<file path="src/rtl/bpd_div.sv">
// Restoring divider, one quotient bit per cycle.
module bpd_div #(
	parameter int DIVIDEND_BITS = 62,
	parameter int DIVISOR_BITS  = 40
) (
	input  logic                     clk,
	input  logic                     arst_n,
	input  logic                     start,
	input  logic [DIVIDEND_BITS-1:0] dividend,
	input  logic [DIVISOR_BITS-1:0]  divisor,
	output logic                     done,
	output logic [DIVIDEND_BITS-1:0] quotient
);

	localparam int CW = $clog2(DIVIDEND_BITS + 1);

	logic [DIVISOR_BITS-1:0]  rem_q;
	logic [DIVISOR_BITS-1:0]  dvs_q;
	logic [DIVIDEND_BITS-1:0] quo_q;
	logic [CW-1:0]            cnt_q;
	logic                     busy_q;
	logic                     done_q;

	logic [DIVISOR_BITS:0]   rem_sh;
	logic [DIVISOR_BITS+1:0] diff;
	logic                    ge;

	always_comb begin
		rem_sh = {rem_q, quo_q[DIVIDEND_BITS-1]};
		diff   = {1'b0, rem_sh} - {2'b00, dvs_q};
		ge     = ~diff[DIVISOR_BITS+1];
	end

	always_ff @(posedge clk or negedge arst_n) begin
		if (!arst_n) begin
			busy_q <= 1'b0;
			done_q <= 1'b0;
			cnt_q  <= '0;
		end else begin
			done_q <= 1'b0;
			if (start) begin
				busy_q <= 1'b1;
				cnt_q  <= CW'(DIVIDEND_BITS);
			end else if (busy_q) begin
				cnt_q <= cnt_q - CW'(1);
				if (cnt_q == CW'(1)) begin
					busy_q <= 1'b0;
					done_q <= 1'b1;
				end
			end
		end
	end

	always_ff @(posedge clk) begin
		if (start) begin
			rem_q <= '0;
			dvs_q <= divisor;
			quo_q <= dividend;
		end else if (busy_q) begin
			rem_q <= ge ? diff[DIVISOR_BITS-1:0] : rem_sh[DIVISOR_BITS-1:0];
			quo_q <= {quo_q[DIVIDEND_BITS-2:0], ge};
		end
	end

	assign done     = done_q;
	assign quotient = quo_q;

endmodule

</file>
<file path="config.mk">
export PLATFORM = sky130hd
export DESIGN_NAME = bpd_div
export DESIGN_NICKNAME = d
export VERILOG_FILES = /design/src/rtl/bpd_div.sv
export SDC_FILE = /design/constraint.sdc
export NUM_CORES = 1
export LEC_CHECK = 0
export ABC_AREA = 1
export BUFFER_PORTS_ARGS = -buffer_cell sky130_fd_sc_hd__buf_4
export CORE_MARGIN = 2
export CORE_UTILIZATION = 53
export DETAILED_ROUTE_END_ITERATION = 10
export GPL_TIMING_DRIVEN = 0
export PLACE_DENSITY = 0.85
export SYNTH_ARGS = -nofsm -noshare
export SYNTH_HDL_FRONTEND = slang
export SYNTH_SLANG_ARGS = --single-unit
export TNS_END_PERCENT = 30
</file>
<file path="constraint.sdc">
create_clock -name clk -period 3.7 [get_ports clk]
set_clock_uncertainty 0.1 [all_clocks]
set_input_delay 0.37 -clock clk [delete_from_list [all_inputs] [get_ports clk]]
set_output_delay 0.37 -clock clk [all_outputs]
set_load 0.05 [all_outputs]
</file>
# == Word level (Yosys, flattened, before mapping) ==
# Cells that the tools add are included.
# totals
ff_bits,150
inputBits,105
out_inout_bits,63
word_cells,22
# op_classes
add_sub_neg,2
n_eq_ne,1
muxes,11
bitwise,1
reduce_logical,1
# ops
op,count
62-bit 2-to-1 mux,2
41-bit by 40-bit subtractor with 42-bit output,1
40-bit 2-to-1 mux,1
6-bit 2-to-1 mux,2
6-bit by 1-bit == test with 1-bit output (second input constant),1
1-bit 2-to-1 mux,6
6-bit by 1-bit subtractor with 6-bit output (second input constant),1
2-bit nonzero test,1
1-bit NOT,1

# == Depth between registers and ports, before layout ==
# logic_depth
word_depth,4
ltp_mapped,17
ltp_nobuf,16

# == Worst setup path after synthesis ==
# Ideal clock, no wire load.
# synth_timing
kind,in2reg
startpoint,input start
endpoint,register quo_q[0] (netlist: quotient[0]) (enable)
setup_time_ps,451
arrival_ps,2670
required_ps,3149
slack_ps,479
cell_stages,4
n_path_buf,2
path_cell_list,clkbuf_1 -> nor2_1 -> inv_1 -> clkbuf_1
# synth_via
elab_chain_cells,1
# synth_rtl
item,line,text
from (decl),8,"input logic start,"
2-bit nonzero test (no source line),n/a,
to (signal assigned),58,quo_q <= dividend;
to (signal assigned),61,"quo_q <= {quo_q[DIVIDEND_BITS-2:0], ge};"
to (decl),19,logic [DIVIDEND_BITS-1:0] quo_q;
# No other way between the ends.
# A chain may end at the register's enable or synchronous reset.

# == Worst setup path after layout ==
# layout_timing
startpoint,register dvs_q[28]
endpoint,register rem_q[38]
# layout_via
elab_chain_cells,2
# layout_rtl
item,line,text
from (decl),18,logic [DIVISOR_BITS-1:0] dvs_q;
from (signal assigned),57,dvs_q <= divisor;
41-bit by 40-bit subtractor with 42-bit output,30,"diff = {1'b0, rem_sh} - {2'b00, dvs_q};"
40-bit 2-to-1 mux,60,rem_q <= ge ? diff[DIVISOR_BITS-1:0] : rem_sh[DIVISOR_BITS-1:0];
to (signal assigned),60,
to (decl),17,logic [DIVISOR_BITS-1:0] rem_q;
# No other way between the ends.

==> metrics.md <==
| Metric | Value |
|---|---|
| RD Place Congestion | `0.996` |
| Nets@finish | `1704` |
| Fill count | `1508` |
| Clock power share | `41.0%` |
| Global-route usage over all layers | `31.1%` |
| IO Pins | `about 170` |
| Starting DRT DRC Count | `674` |
| Crit end category | `flip-flop` |
| Area of the multi-input gates | `4350 µm²` |
| Number of flops mapped to enable cells by yosys | `102` |
| Final Hold Violating Endpoints | `0` |
| Clock slew at reported path FFs | `0.07 ns` |
| Seq pwr share | `42.6%` |
| PortBufs | `roughly 170` |
| Setup crit start kind | `flip-flop` |
| Peak Freq | `0.352 GHz` |
| Fraction of registers with async set/reset | `5.33%` |
| Area of the mapped netlist | `9510 µm²` |
| RSZ-0062 raised after global routing | `no` |
| Max stage delay cell, worst path | `buf_2` |
| Post-CTS setup buffers | `0` |
| Syn Area/Cell | `between 6 and 7 µm²` |
| Syn_nets | `1515` |
| Via density | `5.26` |
| Post-Synthesis Cells | `approximately 1400` |
| Die Wd | `138 µm` |
| Most used DFF post-synth | `edfxtp_1` |
| Total wire length | `28700 µm` |
| Routed via count | `9443` |
| Commonest cells in the netlist | `582 x nand2_1, 246 x inv_1, 102 x edfxtp_1, 91 x nor2_1, 87 x nand3_1` |
| Combinational power share | `16.4%` |
| Synth warnings | `0` |
| Outcome | `complete, no violations` |
| Largest net degree at the start of global routing | `72` |
| Pwr per Cell Area | `393 nW/µm²` |
| Tmin final | `2.84 ns` |
| Detailed Place HPWL | `21900 µm` |
| Clock Path Buffers | `2` |
| CTS Sinks | `150` |
| Slew headroom | `51.3%` |
| Antenna violations before repair | `0` |
| Max Fanout on Critical Path | `10` |
| Core area | `17400 µm²` |
| Min-Delay Path Class | `input pin to flip-flop` |
| CP Buf/Inv Count | `3` |
| Later-pin clock latency in the skew report | `0.44 ns` |
| Gr ovfl total | `0` |
| Register area share after synthesis | `42.7%` |
| Slowest stage delay, CP | `0.43 ns` |
| DRT antenna net count | `0` |
| Internal Power | `3260 µW` |
| CTS root buf | `clkbuf_16` |
| P_leak | `0.00631 µW` |
| Global-route wire length before repair | `44700 µm` |
| Drt drc | `0` |
| Total of max-cap violations | `0` |
| Cells along the critical path | `inv_1, ha_1, a21oi_1, nand2_1, nand2_1, nand2_1, a21oi_4, buf_2, nand4_1, nand2_1, inv_1, nand2_1, nand2_1` |
| H-tree depth | `4` |
| Die Ht | `about 140 µm` |
| Fin crit share | `about three quarters` |
| Initial core utilization | `54.6%` |
| N_diodes | `0` |
| Distinct cells, synth | `33` |
| WS Path Type | `flip-flop to flip-flop` |
| Setup Viol. Count Final | `0` |
| Drt pass-1 iters | `5` |
| Top cell type by total area after synthesis | `edfxtp_1` |
| CTS tree | `done` |
| Top-area cell type share of the netlist area | `32.2%` |
| Synth top area cells | `edfxtp_1 32%, nand2_1 23%, inv_1 9.7%` |
| IR drop worst, VDD | `341 µV` |
| DR WL/cell | `about 16 µm` |
| Layout cells sized above 1 | `14.2%` |
| Full die area | `around 19000 µm²` |
| FF+latch count, synth | `150` |
| Register Area | `slightly above 4000 µm²` |
| Worst Tran Pin Value | `about 0.73 ns` |
| Most used cell, CP | `nand2_1` |
| Vias in the first global route | `approximately 9000` |
| Setup WS post-layout | `roughly 0.86 ns` |
| CP delay by family, top | `compound AO/OA/AOI/OAI gates` |
| Switching Fraction | `29.4%` |
| Most common cell in the netlist | `nand2_1` |
| Setup WS pre-CTS | `0.951 ns` |
| Number of buffers created by CTS | `17` |
| Switch Pwr | `1360 µW` |
| CP Data Required Time | `roughly 4 ns` |
| Area Overhead vs Synth | `23.4%` |
| Max Slew Vio Count | `0` |
| Crit path DAT | `~3 ns` |
| Overall Power | `about 4600 µW` |
| Row count | `48` |
==> registers in the layout, indices dropped and copies added, names as in the netlist <==
| register | cells |
|---|---|
| busy_q | 1 |
| cnt_q | 6 |
| done | 1 |
| dvs_q | 40 |
| quotient | 62 |
| rem_q | 40 |
==> metal layers <==
metal  global-route usage [%]  vias up  wire, µm
met5                        0        -         0
met4                     12.9        0       965
met3                     7.82       63      2690
met2                     52.8      441     13600
met1                     37.6     4322     11400
li1                         -     4617         -
==> cells in the final DEF, fill, tap and decap left out, types with 4 or more instances in the layout <==
| master | Yosys | routed |
|---|---|---|
| a21oi_1 | 27 | 27 |
| buf_2 | 6 | 6 |
| buf_4 | 0 | 167 |
| buf_6 | 4 | 4 |
| clkbuf_1 | 25 | 24 |
| clkbuf_16 | 0 | 17 |
| dfrtp_1 | 8 | 8 |
| dfxtp_1 | 40 | 40 |
| edfxtp_1 | 102 | 102 |
| ha_1 | 42 | 42 |
| inv_1 | 246 | 246 |
| inv_6 | 0 | 4 |
| nand2_1 | 582 | 582 |
| nand3_1 | 87 | 87 |
| nand4_1 | 44 | 44 |
| nor2_1 | 91 | 91 |
| nor2_2 | 4 | 4 |
| o21ai_0 | 11 | 11 |
| o21ai_1 | 13 | 13 |
| o21bai_1 | 4 | 4 |
| xnor2_1 | 14 | 14 |
==> final timing paths <==
kind / start / cells after the start / slack [ns] / to
max in group asynchronous: arst_n / 2 / 3.17 / busy_q
setup reg to reg: dvs_q[28] / 13 / 0.86 / rem_q[38]
hold reg to reg: rem_q[3] / 2 / 0.38 / rem_q[3]
min in group asynchronous: arst_n / 2 / 0.19 / cnt_q[2]
setup / recovery: dvs_q[28] / 13 / 0.86 / rem_q[38]
hold / removal: divisor[31] / 1 / 0.008 / dvs_q[31]
==> area by class of cell <==
class | instances | share of cell area [%]
plain buffers | 35 | 1.47
clock buffers | 17 | 3.62
clock inverters | 15 | 1.80
inverters | 247 | 7.90
multi-input cells | 935 | 37.1
flip-flops and latches | 150 | 34.6
well taps | 225 | 2.40
repair buffers | 170 | 11.1
==> logic make-up (layout without fill, tap and decap cells) <==
group	after synthesis	in the layout	share of synthesized area, %
compound gates	60	60	3.49
xor+xnor	15	15	1.38
fa+ha+maj	43	43	5.73
buf+inv	282	484	11.5
flops	150	150	42.7
simple gates	817	817	35.2
==> power by group through the flow <==
stage / registers, µW / clock network (µW) / logic [µW]
6_report: 1960 / 1890 / 759
5_1_grt: 1980 / 1970 / 819
4_1_cts: 1960 / 1900 / 757
3_5_place_dp: 2000 / 0 / 753
3_3_place_gp: 2000 / 0 / 739
2_1_floorplan: 2210 / 0 / 251
==> what timing repair did <==
item,CTS,global route
endpoints found under the hold margin,8,1
setup endpoints to repair,0,0
hold buffers,1,1
resized for setup,0,0
==> per-stage QoR <==
step | instance area [µm²] | TNS (ns) | cells | hold slack, ns | util, %
6_report | 11700 | 0 | 1794 | 0.00791 | 67.4
5_1_grt | 11700 | 0 | 1794 | 0.000128 | 67.4
2_1_floorplan | 9510 | 0 | 1367 | -0.0256 | -
3_5_place_dp | 11100 | 0 | 1760 | 0.0941 | 63.6
4_1_cts | 11700 | 0 | 1793 | 0.00333 | 67.3
3_3_place_gp | 11000 | -75.06 | 1759 | 0.0940 | 63.4
Power figures use the tool's default switching activity.
